$ cat src/sv/adsr_pkg.sv
// Shared types and constants for the ADSR envelope block.
`default_nettype none
package adsr_pkg;

   localparam int unsigned VelW   = 16;
   localparam int unsigned TimeW  = 25;
   localparam int unsigned LenW   = 24;
   localparam int unsigned LvlW   = 16;
   localparam int unsigned QuoW   = 16;
   localparam int unsigned DvdW   = LenW + QuoW;
   localparam logic [LvlW-1:0] FullScale = 16'h8000;

   // Register indexes on the configuration port
   localparam logic [7:0] RegAttack  = 8'd0;
   localparam logic [7:0] RegDecay   = 8'd1;
   localparam logic [7:0] RegSustain = 8'd2;
   localparam logic [7:0] RegRelease = 8'd3;

   typedef struct packed {
      logic [LenW-1:0] attack_len;
      logic [LenW-1:0] decay_len;
      logic [LvlW-1:0] sustain_lvl;
      logic [LenW-1:0] release_len;
   } cfg_type;

   // One classified audio block, handed from front to back
   typedef struct packed {
      logic                    active;
      logic [VelW-1:0]         velocity;
      logic signed [TimeW-1:0] start_time;
      logic signed [TimeW-1:0] stop_time;
   } blk_type;

   function automatic logic [LvlW-1:0] sat_q15(input logic [LvlW-1:0] v);
      sat_q15 = (v > FullScale) ? FullScale : v;
   endfunction

endpackage
`default_nettype wire

$ cat src/sv/adsr_front.sv
// Front end: note phase tracking and classification of each request.
`default_nettype none
module adsr_front (
   input  wire logic                              clock,
   input  wire logic                              reset,
   input  wire logic                              req_fire,
   input  wire logic [adsr_pkg::VelW-1:0]         velocity,
   input  wire logic signed [adsr_pkg::TimeW-1:0] start_time,
   input  wire logic signed [adsr_pkg::TimeW-1:0] stop_time,
   input  wire logic [adsr_pkg::LenW-1:0]         release_len,
   output adsr_pkg::blk_type                      blk
);

   typedef enum logic [2:0] {
      PH_NOT_STARTED = 3'b001,
      PH_STARTED     = 3'b010,
      PH_ENDED       = 3'b100
   } phase_type;

   phase_type phase_ff, phase_in;
   logic      now_started;
   logic      past_release;

   // Start a note, then end it once the release has run out
   always_comb begin
      now_started  = (phase_ff == PH_STARTED) ||
                     ((phase_ff == PH_NOT_STARTED) && (velocity != '0) && !start_time[24]);
      past_release = $signed(stop_time) > $signed({1'b0, release_len});
      phase_in     = phase_ff;
      if (req_fire) begin
         if (now_started) begin
            phase_in = past_release ? PH_ENDED : PH_STARTED;
         end
      end
   end

   always_ff @(posedge clock) begin
      if (reset) begin
         phase_ff <= PH_NOT_STARTED;
      end else begin
         phase_ff <= phase_in;
      end
   end

   always_comb begin
      blk.active     = now_started && !past_release;
      blk.velocity   = adsr_pkg::sat_q15(velocity);
      blk.start_time = start_time;
      blk.stop_time  = stop_time;
   end

endmodule
`default_nettype wire

$ cat src/sv/adsr_queue.sv
// Two-entry queue of classified blocks between front and back.
`default_nettype none
module adsr_queue (
   input  wire logic  clock,
   input  wire logic  reset,
   input  wire logic  push,
   input  wire adsr_pkg::blk_type push_data,
   output logic       full,
   input  wire logic  pop,
   output logic       head_valid,
   output adsr_pkg::blk_type head
);

   adsr_pkg::blk_type mem_ff [2];
   logic       wr_ptr_ff, rd_ptr_ff;
   logic [1:0] count_ff;

   assign full       = (count_ff == 2'd2);
   assign head_valid = (count_ff != 2'd0);
   assign head       = mem_ff[rd_ptr_ff];

   always_ff @(posedge clock) begin
      if (push) begin
         mem_ff[wr_ptr_ff] <= push_data;
      end
   end

   // Advance pointers and track fill
   always_ff @(posedge clock) begin
      if (reset) begin
         wr_ptr_ff <= 1'b0;
         rd_ptr_ff <= 1'b0;
         count_ff  <= 2'd0;
      end else begin
         if (push) wr_ptr_ff <= ~wr_ptr_ff;
         if (pop)  rd_ptr_ff <= ~rd_ptr_ff;
         count_ff <= count_ff + 2'(push) - 2'(pop);
      end
   end

endmodule
`default_nettype wire

$ cat src/sv/adsr_back.sv
// Back end: per-sample envelope sequencer with a shared radix-2 divider.
`default_nettype none
module adsr_back #(
   parameter int unsigned SamplesPerBlock = 64
) (
   input  wire logic             clock,
   input  wire logic             reset,
   input  wire adsr_pkg::cfg_type cfg,
   input  wire logic             head_valid,
   input  wire adsr_pkg::blk_type head,
   output logic                  pop,
   output logic                  rsp_tvalid,
   input  wire logic             rsp_tready,
   output logic [15:0]           rsp_tdata,
   output logic                  rsp_tlast
);

   localparam int unsigned IdxW = (SamplesPerBlock > 1) ? $clog2(SamplesPerBlock) : 1;
   localparam logic [IdxW-1:0] LastIdx = IdxW'(SamplesPerBlock - 1);
   localparam int unsigned LenW = adsr_pkg::LenW;
   localparam int unsigned LvlW = adsr_pkg::LvlW;
   localparam int unsigned QuoW = adsr_pkg::QuoW;

   typedef enum logic [5:0] {
      ST_IDLE  = 6'b000001,
      ST_SETUP = 6'b000010,
      ST_MUL   = 6'b000100,
      ST_DIV   = 6'b001000,
      ST_REL   = 6'b010000,
      ST_OUT   = 6'b100000
   } state_type;

   typedef enum logic [2:0] {
      DM_ATTACK  = 3'b001,
      DM_DECAY   = 3'b010,
      DM_RELEASE = 3'b100
   } dmode_type;

   state_type        state_ff, state_in;
   dmode_type        dmode_ff;
   logic [IdxW-1:0]  idx_ff;
   logic signed [25:0] u_ff;
   logic [LvlW-1:0]  x_ff;
   logic [LvlW-1:0]  lvl_ff;
   logic [LvlW-1:0]  mul_a_ff;
   logic [LenW-1:0]  mul_b_ff;
   logic [LenW-1:0]  dsr_ff;
   logic [LenW-1:0]  rem_ff;
   logic [QuoW-1:0]  quo_ff;
   logic [4:0]       cnt_ff;
   logic             rsp_valid_ff;
   logic [15:0]      rsp_data_ff;
   logic             rsp_last_ff;

   logic signed [25:0] t_sum, u_sum, idx_ext;
   logic [24:0]      t_mag, ad_sum, t_minus_a;
   logic             lt_a, lt_ad;
   logic [LvlW-1:0]  s_sat;
   logic [24:0]      trial;
   logic             ge;
   logic             u_lt_r;
   logic [24:0]      r_minus_u;
   logic [31:0]      vel_prod;
   logic [39:0]      prod;
   logic [38:0]      atk_dvd;
   logic             out_free;

   // Sample times, segment selection, divider trial, products and output handshake
   always_comb begin
      idx_ext   = 26'(idx_ff);
      t_sum     = $signed({head.start_time[24], head.start_time}) + idx_ext;
      u_sum     = head.stop_time[24] ? $signed({1'b1, head.stop_time})
                                     : $signed({1'b0, head.stop_time}) + idx_ext;
      t_mag     = t_sum[24:0];
      ad_sum    = {1'b0, cfg.attack_len} + {1'b0, cfg.decay_len};
      lt_a      = t_mag < {1'b0, cfg.attack_len};
      lt_ad     = t_mag < ad_sum;
      t_minus_a = t_mag - {1'b0, cfg.attack_len};
      s_sat     = adsr_pkg::sat_q15(cfg.sustain_lvl);
      atk_dvd   = {t_mag[23:0], 15'd0};
      u_lt_r    = u_ff[24:0] < {1'b0, cfg.release_len};
      r_minus_u = {1'b0, cfg.release_len} - u_ff[24:0];
      trial     = {rem_ff, quo_ff[QuoW-1]};
      ge        = trial >= {1'b0, dsr_ff};
      prod      = 40'(mul_a_ff) * 40'(mul_b_ff);
      vel_prod  = 32'(head.velocity) * 32'(lvl_ff);
      out_free  = !rsp_valid_ff || rsp_tready;
   end

   always_comb begin
      state_in = state_ff;
      pop      = 1'b0;
      case (state_ff)
         ST_IDLE:  if (head_valid) state_in = ST_SETUP;
         ST_SETUP: begin
            if (!head.active || t_sum[25]) state_in = head.active ? ST_REL : ST_OUT;
            else if (lt_a)  state_in = ST_DIV;
            else if (lt_ad) state_in = ST_MUL;
            else            state_in = ST_REL;
         end
         ST_MUL: state_in = ST_DIV;
         ST_DIV: if (cnt_ff == 5'd0) state_in = (dmode_ff == DM_RELEASE) ? ST_OUT : ST_REL;
         ST_REL: state_in = (!u_ff[25] && u_lt_r) ? ST_MUL : ST_OUT;
         ST_OUT: begin
            if (out_free) begin
               pop      = (idx_ff == LastIdx);
               state_in = pop ? ST_IDLE : ST_SETUP;
            end
         end
         default: state_in = ST_IDLE;
      endcase
   end

   always_ff @(posedge clock) begin
      if (reset) begin
         state_ff     <= ST_IDLE;
         idx_ff       <= '0;
         rsp_valid_ff <= 1'b0;
      end else begin
         state_ff <= state_in;
         if (state_ff == ST_OUT && out_free) begin
            idx_ff       <= pop ? '0 : idx_ff + 1'b1;
            rsp_valid_ff <= 1'b1;
         end else if (rsp_tready) begin
            rsp_valid_ff <= 1'b0;
         end
      end
   end

   // Datapath: segment setup, product, divide steps, release setup, output
   always_ff @(posedge clock) begin
      case (state_ff)
         ST_SETUP: begin
            u_ff <= u_sum;
            if (!head.active) begin
               lvl_ff <= '0;
            end else if (t_sum[25]) begin
               x_ff <= '0;
            end else if (lt_a) begin
               dmode_ff <= DM_ATTACK;
               dsr_ff   <= cfg.attack_len;
               rem_ff   <= LenW'({1'b0, atk_dvd} >> QuoW);
               quo_ff   <= atk_dvd[QuoW-1:0];
               cnt_ff   <= 5'(QuoW);
            end else if (lt_ad) begin
               dmode_ff <= DM_DECAY;
               dsr_ff   <= cfg.decay_len;
               mul_a_ff <= adsr_pkg::FullScale - s_sat;
               mul_b_ff <= t_minus_a[LenW-1:0];
            end else begin
               x_ff <= s_sat;
            end
         end
         ST_MUL: begin
            rem_ff <= prod[39:QuoW];
            quo_ff <= prod[QuoW-1:0];
            cnt_ff <= 5'(QuoW);
         end
         ST_DIV: begin
            if (cnt_ff != 5'd0) begin
               rem_ff <= ge ? LenW'(trial - {1'b0, dsr_ff}) : trial[LenW-1:0];
               quo_ff <= {quo_ff[QuoW-2:0], ge};
               cnt_ff <= cnt_ff - 5'd1;
            end else begin
               case (dmode_ff)
                  DM_ATTACK:  x_ff   <= quo_ff;
                  DM_DECAY:   x_ff   <= adsr_pkg::FullScale - quo_ff;
                  DM_RELEASE: lvl_ff <= quo_ff;
                  default:    x_ff   <= quo_ff;
               endcase
            end
         end
         ST_REL: begin
            if (u_ff[25]) begin
               lvl_ff <= x_ff;
            end else if (u_lt_r) begin
               dmode_ff <= DM_RELEASE;
               dsr_ff   <= cfg.release_len;
               mul_a_ff <= x_ff;
               mul_b_ff <= r_minus_u[LenW-1:0];
            end else begin
               lvl_ff <= '0;
            end
         end
         ST_OUT: begin
            if (out_free) begin
               rsp_data_ff <= vel_prod[30:15];
               rsp_last_ff <= (idx_ff == LastIdx);
            end
         end
         default: ;
      endcase
   end

   assign rsp_tvalid = rsp_valid_ff;
   assign rsp_tdata  = rsp_data_ff;
   assign rsp_tlast  = rsp_last_ff;

   a_pop_in_out: assert property (@(posedge clock) disable iff (reset)
      pop |-> (state_ff == ST_OUT) && head_valid)
      else $error("block popped outside output step");
   a_lvl_range: assert property (@(posedge clock) disable iff (reset)
      (state_ff == ST_OUT) && head.active |-> lvl_ff <= adsr_pkg::FullScale)
      else $error("envelope level above full scale");
   a_last_pop: assert property (@(posedge clock) disable iff (reset)
      pop |=> rsp_tvalid && rsp_tlast)
      else $error("block end without last sample");
   a_div_done: assert property (@(posedge clock) disable iff (reset)
      (state_ff == ST_DIV) && (cnt_ff == 5'd0) |=> state_ff != ST_DIV)
      else $error("divider overran its step count");

endmodule
`default_nettype wire

$ cat src/sv/adsr_envelope_block.sv
// Top level: configuration registers, front end, block queue and back end.
// With the back end idle, the first sample of an accepted request passes through the queue,
// one idle step, then setup, segment math and output.
// A sounding sample takes at most two divider passes, two multiply steps, and the setup,
// release and output steps, a silent one only setup and output, plus one idle step per
// request of SamplesPerBlock samples; output waits while a held sample is not yet taken.
// Reset (synchronous, active high) sets the note phase to not started and loads
// the default attack, decay, sustain and release registers.
`default_nettype none
module adsr_envelope_block #(
   parameter int unsigned SamplesPerBlock = 64
) (
   input  wire logic        clock,
   input  wire logic        reset,
   input  wire logic        req_tvalid,
   output logic             req_tready,
   input  wire logic [71:0] req_tdata,   // velocity[15:0], start_time[40:16], stop_time[65:41]
   output logic             rsp_tvalid,
   input  wire logic        rsp_tready,
   output logic [15:0]      rsp_tdata,   // sample_out[15:0]
   output logic             rsp_tlast,
   input  wire logic        csr_valid,
   output logic             csr_ready,
   input  wire logic [7:0]  csr_index,
   input  wire logic [23:0] csr_data
);

   adsr_pkg::cfg_type cfg_ff;
   adsr_pkg::blk_type front_blk, head;
   logic req_fire, full, head_valid, pop;

   assign csr_ready  = 1'b1;
   assign req_tready = !full;
   assign req_fire   = req_tvalid && req_tready;

   // Write configuration registers
   always_ff @(posedge clock) begin
      if (reset) begin
         cfg_ff.attack_len  <= 24'd960;
         cfg_ff.decay_len   <= 24'd1440;
         cfg_ff.sustain_lvl <= 16'd16384;
         cfg_ff.release_len <= 24'd48000;
      end else if (csr_valid) begin
         case (csr_index)
            adsr_pkg::RegAttack:  cfg_ff.attack_len  <= csr_data;
            adsr_pkg::RegDecay:   cfg_ff.decay_len   <= csr_data;
            adsr_pkg::RegSustain: cfg_ff.sustain_lvl <= csr_data[15:0];
            adsr_pkg::RegRelease: cfg_ff.release_len <= csr_data;
            default: ;
         endcase
      end
   end

   adsr_front u_front (
      .clock       (clock),
      .reset       (reset),
      .req_fire    (req_fire),
      .velocity    (req_tdata[15:0]),
      .start_time  (req_tdata[40:16]),
      .stop_time   (req_tdata[65:41]),
      .release_len (cfg_ff.release_len),
      .blk         (front_blk)
   );

   adsr_queue u_queue (
      .clock      (clock),
      .reset      (reset),
      .push       (req_fire),
      .push_data  (front_blk),
      .full       (full),
      .pop        (pop),
      .head_valid (head_valid),
      .head       (head)
   );

   adsr_back #(.SamplesPerBlock(SamplesPerBlock)) u_back (
      .clock      (clock),
      .reset      (reset),
      .cfg        (cfg_ff),
      .head_valid (head_valid),
      .head       (head),
      .pop        (pop),
      .rsp_tvalid (rsp_tvalid),
      .rsp_tready (rsp_tready),
      .rsp_tdata  (rsp_tdata),
      .rsp_tlast  (rsp_tlast)
   );

endmodule
`default_nettype wire
$ cat config.mk
export PLATFORM = sky130hd
export DESIGN_NAME = adsr_envelope_block
export DESIGN_NICKNAME = d
export VERILOG_FILES = /design/src/sv/adsr_pkg.sv /design/src/sv/adsr_front.sv /design/src/sv/adsr_queue.sv /design/src/sv/adsr_back.sv /design/src/sv/adsr_envelope_block.sv
export SDC_FILE = /design/constraint.sdc
export NUM_CORES = 2
export LEC_CHECK = 0
export BUFFER_PORTS_ARGS = -buffer_cell sky130_fd_sc_hd__buf_2
export CAP_MARGIN = 20
export CELL_PAD_IN_SITES_DETAIL_PLACEMENT = 1
export CELL_PAD_IN_SITES_GLOBAL_PLACEMENT = 1
export CORE_AREA = 2 2 303 305
export DETAILED_ROUTE_END_ITERATION = 16
export DIE_AREA = 0 0 305 307
export PLACE_DENSITY = 0.8
export SETUP_SLACK_MARGIN = 0.05
export SKIP_LAST_GASP = 1
export SLEW_MARGIN = 20
export SYNTH_ARGS = -nofsm -noshare
export SYNTH_HDL_FRONTEND = slang
export SYNTH_SLANG_ARGS = --single-unit
$ cat constraint.sdc
create_clock -name clock -period 14 [get_ports clock]
set_input_delay 1.4 -clock clock [delete_from_list [all_inputs] [get_ports clock]]
set_output_delay 1.4 -clock clock [all_outputs]
set_load 0.05 [all_outputs]
### Word-level counts from Yosys, hierarchy flattened

Memory sizes are Yosys's and may differ from the RTL's. A register that Yosys moved wholly into a read port is not among the register bits.
Cells that the tools add are included.

| operators by class | value |
|---|---|
| $add $sub $neg | 12 |
| $mul | 2 |
| divide/modulo/power cells | 0 |
| magnitude comparators | 7 |
| equal/unequal tests | 34 |
| shift operators | 0 |
| mux-type cells | 81 |
| bitwise gates (word level) | 2 |
| reductions and logical operators | 37 |

Operators by type and width:

| cell | count |
|---|---|
| $mux 24 | 18 |
| $mux 16 | 22 |
| $pmux 16 s2 | 3 |
| $pmux 16 s3 | 2 |
| $pmux 24 s2 | 2 |
| $pmux 24 s3 | 1 |
| $sub 24x24->24 | 3 |
| $mux 6 | 9 |
| $lt 25x24->1 | 2 |
| $mul 16x24->40 | 1 |
| $pmux 6 s6 | 1 |
| $gt 16x16->1 const B | 2 |
| $sub 16x16->16 const A | 2 |
| $mul 16x16->31 | 1 |
| $add 25x6->26 | 1 |
| $add 25x7->26 | 1 |
| $add 24x24->25 | 1 |
| $ge 25x24->1 | 1 |
| $gt 25x25->1 | 1 |
| $lt 25x25->1 | 1 |
| $mux 5 | 5 |
| $mux 3 | 7 |
| $eq 8x2->1 const B | 2 |
| $ne 2x1->1 const B | 8 |
| other kinds (37) | 78 |

| storage, ports and cells | value |
|---|---|
| bits in registers | 295 |
| bits in latches | 0 |
| memory bits (writable) | 134 |
| memory bits (read-only) | 0 |
| input port bits | 109 |
| output and inout port bits | 20 |
| logic and storage cells | 200 |
| memories | 1 |

Memory list:

| memory | depth | width | rd ports | clocked after Yosys merged registers in | wr ports | RTL line | source |
|---|---|---|---|---|---|---|---|
| u_queue.mem_ff | 2 | 67 | 1 | 1 | 1 | adsr_queue.sv:14 | `adsr_pkg::blk_type mem_ff [2];` |

### Depth between registers and ports, before layout

| depth | value |
|---|---|
| depth in word-level cells | 8 |
| depth in mapped cells | 30 |
| depth with buffers taken out | 25 |

### Hierarchy

From an unflattened synthesis, not the netlist that was laid out.

| second synthesis, totals | value |
|---|---|
| cells, all modules | 4,811 |
| area, all modules | 46,081.7 µm² |

By module, submodules not included:

| module | instances | cells each | area each (µm²) | sequential area each (µm²) |
|---|---|---|---|---|
| adsr_back | 1 | 4,068 | 35,918.2 | 5,875.6 |
| adsr_queue | 1 | 229 | 5,166.2 | 4,124.0 |
| adsr_envelope_block | 1 | 332 | 3,644.7 | 1,761.7 |
| adsr_front | 1 | 182 | 1,352.5 | 60.1 |

### Least setup slack after synthesis

No wires, ideal clock.

| path | value |
|---|---|
| path kind | register to register |
| from | register with a tool-made name |
| to | register u_back.mul_a_ff[0], enable pin |
| setup time | 451 ps |
| arrival time | 8,424 ps |
| data required time | 13,549 ps |
| path slack | 5,126 ps |
| cell stages (with the launch flop) | 30 |
| cells stage by stage | dfxtp_1 -> buf_2 -> buf_2 -> buf_2 -> buf_1 -> buf_2 -> buf_1 -> buf_2 -> mux2_2 -> ha_1 -> fa_1 -> a21o_1 -> a21oi_1 -> o21a_1 -> nor2_1 -> nand2_1 -> xor2_1 -> mux2i_1 -> ha_1 -> nand3_1 -> or2_2 -> a2111oi_1 -> o41a_1 -> o311a_1 -> or3_1 -> clkbuf_1 -> buf_6 -> nand3_1 -> and2_1 -> a21oi_1 |

RTL lines:

| what | RTL line | source |
|---|---|---|
| end signal: assignment | adsr_back.sv:148 | `mul_a_ff <= adsr_pkg::FullScale - s_sat;` |
| end: declaration | adsr_back.sv:45 | `logic [LvlW-1:0] mul_a_ff;` |

### Final worst setup path

| path | value |
|---|---|
| from | register u_back.mul_a_ff[6] |
| to | register u_back.rem_ff[11], data pin |

| between the ends | value |
|---|---|
| longest elaborated chain between the ends | 2 |

RTL lines:

| what | RTL line | source |
|---|---|---|
| $mul 16x24->40 | adsr_back.sv:85 | `prod = 40'(mul_a_ff) * 40'(mul_b_ff);` |
| $pmux 24 s3 | adsr_back.sv:132 | `case (state_ff)` |
| end signal: assignment | adsr_back.sv:142 | `rem_ff <= LenW'({1'b0, atk_dvd} >> QuoW);` |
| end signal: assignment | adsr_back.sv:155 | `rem_ff <= prod[39:QuoW];` |
| end signal: assignment | adsr_back.sv:161 | `rem_ff <= ge ? LenW'(trial - {1'b0, dsr_ff}) : trial[LenW-1:0];` |
| end: declaration | adsr_back.sv:48 | `logic [LenW-1:0] rem_ff;` |

Every way passes these cells.
A chain may end at the register's enable or synchronous reset.

==> qor.txt <==
area grow syn2layout: 7.92%
post-synthesis mux area share: 2.32%
initial antenna violation count: 7
Gate power share: 58.0%
worst rel slew slack: 23.6%
arrival time worst endpoint: 8.18 ns
Synth Flop Type: edfxtp_1
critical path peak fanout: 24
TritonCTS buffer count: 49
H-tree Lvls: 2
clk_lat worst skew: 0.63 ns
Seq pwr share: 22.3%
clock root buffer: clkbuf_16
detailed placer's ending HPWL: 103000 um
initial cell density of the core: 49.4%
endpoints failing setup: 0
Crit. End Element: flop
Hold-fix buffers, CTS: 0
Post-CTS Setup Bufs: 0
Met1 Wirelength: 54800 um
Clock Skews: 0.0284 ns
DRT Pass-1 Iters: 5
clock transition at the registers of the reported paths: 0.06 ns
Syn Nets: 5808
Power Dens Cells: 152 nW/um^2
clk sink count: 430
Syn Area/Cell: 9.34 um^2
DIE HEIGHT: 307 um
max-cap violation count: 0
CTS tree: built
Port Buffers: 121
highest metal used: met5
Final min period: 7.80 ns
final max-slew violation count: 0
layout cells sized above 1: 6.27%
register area share after synthesis: 26.4%
Post-Synth XOR/XNOR Area: 3.91%
DRT iter0 DRCs: 1997
Min-Delay Path Class: reg -> reg
Startpoint Class: flop
Int Pwr: 0.00427 W
final hold violation count: 0
Setup TNS: 0 ns
Post-Synth Adder-Cell Area: 33.5%
outcome: finished, final reports clean
Avg WL per Cell: 22.2 um
Pleak: 21.5 nW
total core area: 90700 um^2
post-synthesis compound-gate area fraction: 10.5%
count of state elements after synthesis: 430
P_sw: 0.00309 W
CP Class: reg -> reg
number of nets with antenna violations after routing: 0
required time of the critical path: 14.38 ns
DR vias/cell: 5.74
Hold Slack: 0.458 ns
Yosys warnings: 0
top-level I/O count: 129
number of global-route vias before repair: 38.5k
DRT Wirelength: 134000 um
global-route wire length before repair: 213000 um
clock power share: 19.7%
peak supply drop: 248 uV
Inst Count DP: 5955
met3 WL: 5140 um
Fmax: 0.128 GHz
final std cells w/o fill: 6049
Async S/R FF share, synth: 0%
DRC: 0
via count: 34.7k
met2 WL post-DR: 68700 um
cts repair resizes: 0
Tcrit/Tclk final: 55.7%
largest net degree at the start of global routing: 87
switching share of power: 42.0%
total gr overflow: 0
Die ar.: 93600 um^2
Chip Width: 305 um
EDFF count, synth: 321
layout net count: 5829
Longest Clk Path Bufs: 3
RSZ-0062 raised after global routing: false
Post-Syn Instances: 4801
routability congestion estimate: 0.918
Site Rows: 111
synthesized cell area: 44800 um^2
main combinational cell family by area after synthesis: adder cells
Simple-Gate Fraction of Synth Area: 15.7%
distinct cell type count after synthesis: 78
all-layer global routing usage: 29.0%
Slew @ Worst Pin: 1.15 ns
[cells in the final DEF (no fill, tap or decap), types with 25 or more instances in the layout]
cell	count
a21o_1	66
a21oi_1	245
a31oi_1	30
and2_1	244
buf_2	120
buf_4	35
clkbuf_16	52
dfxtp_1	108
edfxtp_1	321
fa_1	504
ha_1	394
inv_1	723
mux2_2	31
mux2i_1	69
nand2_1	753
nand2b_1	25
nand3_1	52
nand3b_1	27
nor2_1	181
nor2b_1	65
nor3_1	47
o21a_1	40
o21ai_0	166
xnor2_1	109
xor2_1	91
[through the flow]
step | worst slack, ns | utilization, % | area (um^2) | power (W)
5_1_grt | 5.83 | 53.3 | 48400 | 0.00798
4_1_cts | 6.12 | 53.3 | 48300 | 0.00741
3_5_place_dp | 6.13 | 51.3 | 46500 | 0.00591
3_3_place_gp | 6.25 | 51.3 | 46500 | 0.00565
2_1_floorplan | 5.13 | - | 44800 | 0.00476
6_report | 6.20 | 53.3 | 48400 | 0.00736
[cell type report]
type	instances	area, um^2
diodes	1	2.50
clock buffers	64	1380
clock inverters	27	415
fillers	10400	42300
inverters	725	2720
multi-input cells	3458	29600
flip-flops and latches	430	11800
well taps	1186	1480
repair buffers	158	921
[critical path, stage by stage (launching register included)]
cell and delay (ns):
edfxtp_1 1.11, nand2_1 0.19, fa_1 0.59, inv_1 0.06, fa_1 0.53, inv_1 0.05
fa_1 0.50, inv_1 0.05, fa_1 0.48, fa_1 0.57, inv_1 0.06, fa_1 0.54
inv_1 0.04, ha_1 0.40, and3_1 0.27, nor2b_1 0.31, nand2_1 0.08, o311ai_0 0.31
buf_4 0.24, a21boi_0 0.14, o21ai_0 0.44, a211oi_1 0.15, nand2_1 0.09, a31oi_1 0.11
a211o_1 0.24
[metal layers]
layer	track usage (%)	up-vias
met3	3.04	268
met2	52.4	775
met4	11.6	8
met5	0	-
met1	35.5	17900
li1	-	15700
[cell families after synthesis]
kind of cell / count (synthesis)
and+or+nand+nor: 1503
buffers and inverters: 913
adders and majority gates: 898
AOI/OAI and AO/OA: 756
DFF: 430
xor gates and xnor gates: 200
muxes: 100
other: 1
[final timing paths]
path | from | end | slack (ns) | depth (start not counted)
worst max-delay path | u_back.mul_a_ff[6] | u_back.rem_ff[11] | 6.20 | 24
worst min-delay path | u_front.phase_ff[2] | u_front.phase_ff[2] | 0.46 | 2
worst max register to register | u_back.mul_a_ff[6] | u_back.rem_ff[11] | 6.20 | 24
worst min register to register | u_front.phase_ff[2] | u_front.phase_ff[2] | 0.46 | 2
[power by group through the flow]
| stage | Combinational (W) | Clock (W) | Sequential [W] |
|---|---|---|---|
| after floorplan | 0.00312 | 0 | 0.00165 |
| after global placement | 0.00399 | 0 | 0.00166 |
| after detailed placement | 0.00424 | 0 | 0.00167 |
| after CTS | 0.00431 | 0.00146 | 0.00164 |
| after global routing | 0.00482 | 0.00151 | 0.00165 |
| final | 0.00427 | 0.00145 | 0.00164 |
[flip-flops by register name (all words and copies together), names as in the netlist, named ones only]
signal	count
u_back.idx_ff	6
u_queue.wr_ptr_ff	1
u_back.quo_ff	16
u_back.cnt_ff	5
u_back.rsp_tdata	16
u_queue.rd_ptr_ff	1
u_back.rsp_tlast	1
u_back.dmode_ff	3
u_back.lvl_ff	16
u_back.x_ff	16
u_queue.mem_ff	134
cfg_ff	88
u_back.mul_b_ff	24
u_back.rem_ff	24
u_queue.count_ff	2
u_back.state_ff	6
u_front.phase_ff	3
u_back.mul_a_ff	16
u_back.u_ff	26
u_back.rsp_tvalid	1
u_back.dsr_ff	24
[Yosys cell counts (all sizes together) (9+ instances only)]
master,n,share of area [%]
nand2,754,6.3
inv,725,6.1
fa,504,23
ha,394,11
edfxtp,321,22
a21oi,247,2.8
and2,245,3.4
nor2,182,1.5
o21ai,177,2.0
clkbuf,168,1.4
dfxtp,109,4.9
xnor2,109,2.1
xor2,91,1.8
mux2i,69,1.5
a21o,66,1.1
nor2b,66,0.92
nand3,52,0.58
nor3,47,0.52
o21a,40,0.67
mux2,31,0.78
a31oi,30,0.42
nand3b,27,0.45
nand2b,25,0.35
and3,22,0.31
a211oi,20,0.33
buf,20,0.21
nand4,19,0.27
a22oi,18,0.30
o21bai,18,0.30
o31ai,18,0.30
nor4,16,0.22
o211ai,15,0.25
a211o,11,0.21
a21boi,11,0.18
or2,11,0.15
or3,11,0.15
o221ai,10,0.21
a22o,9,0.18
Note: power is estimated with default switching activity, not from simulation.
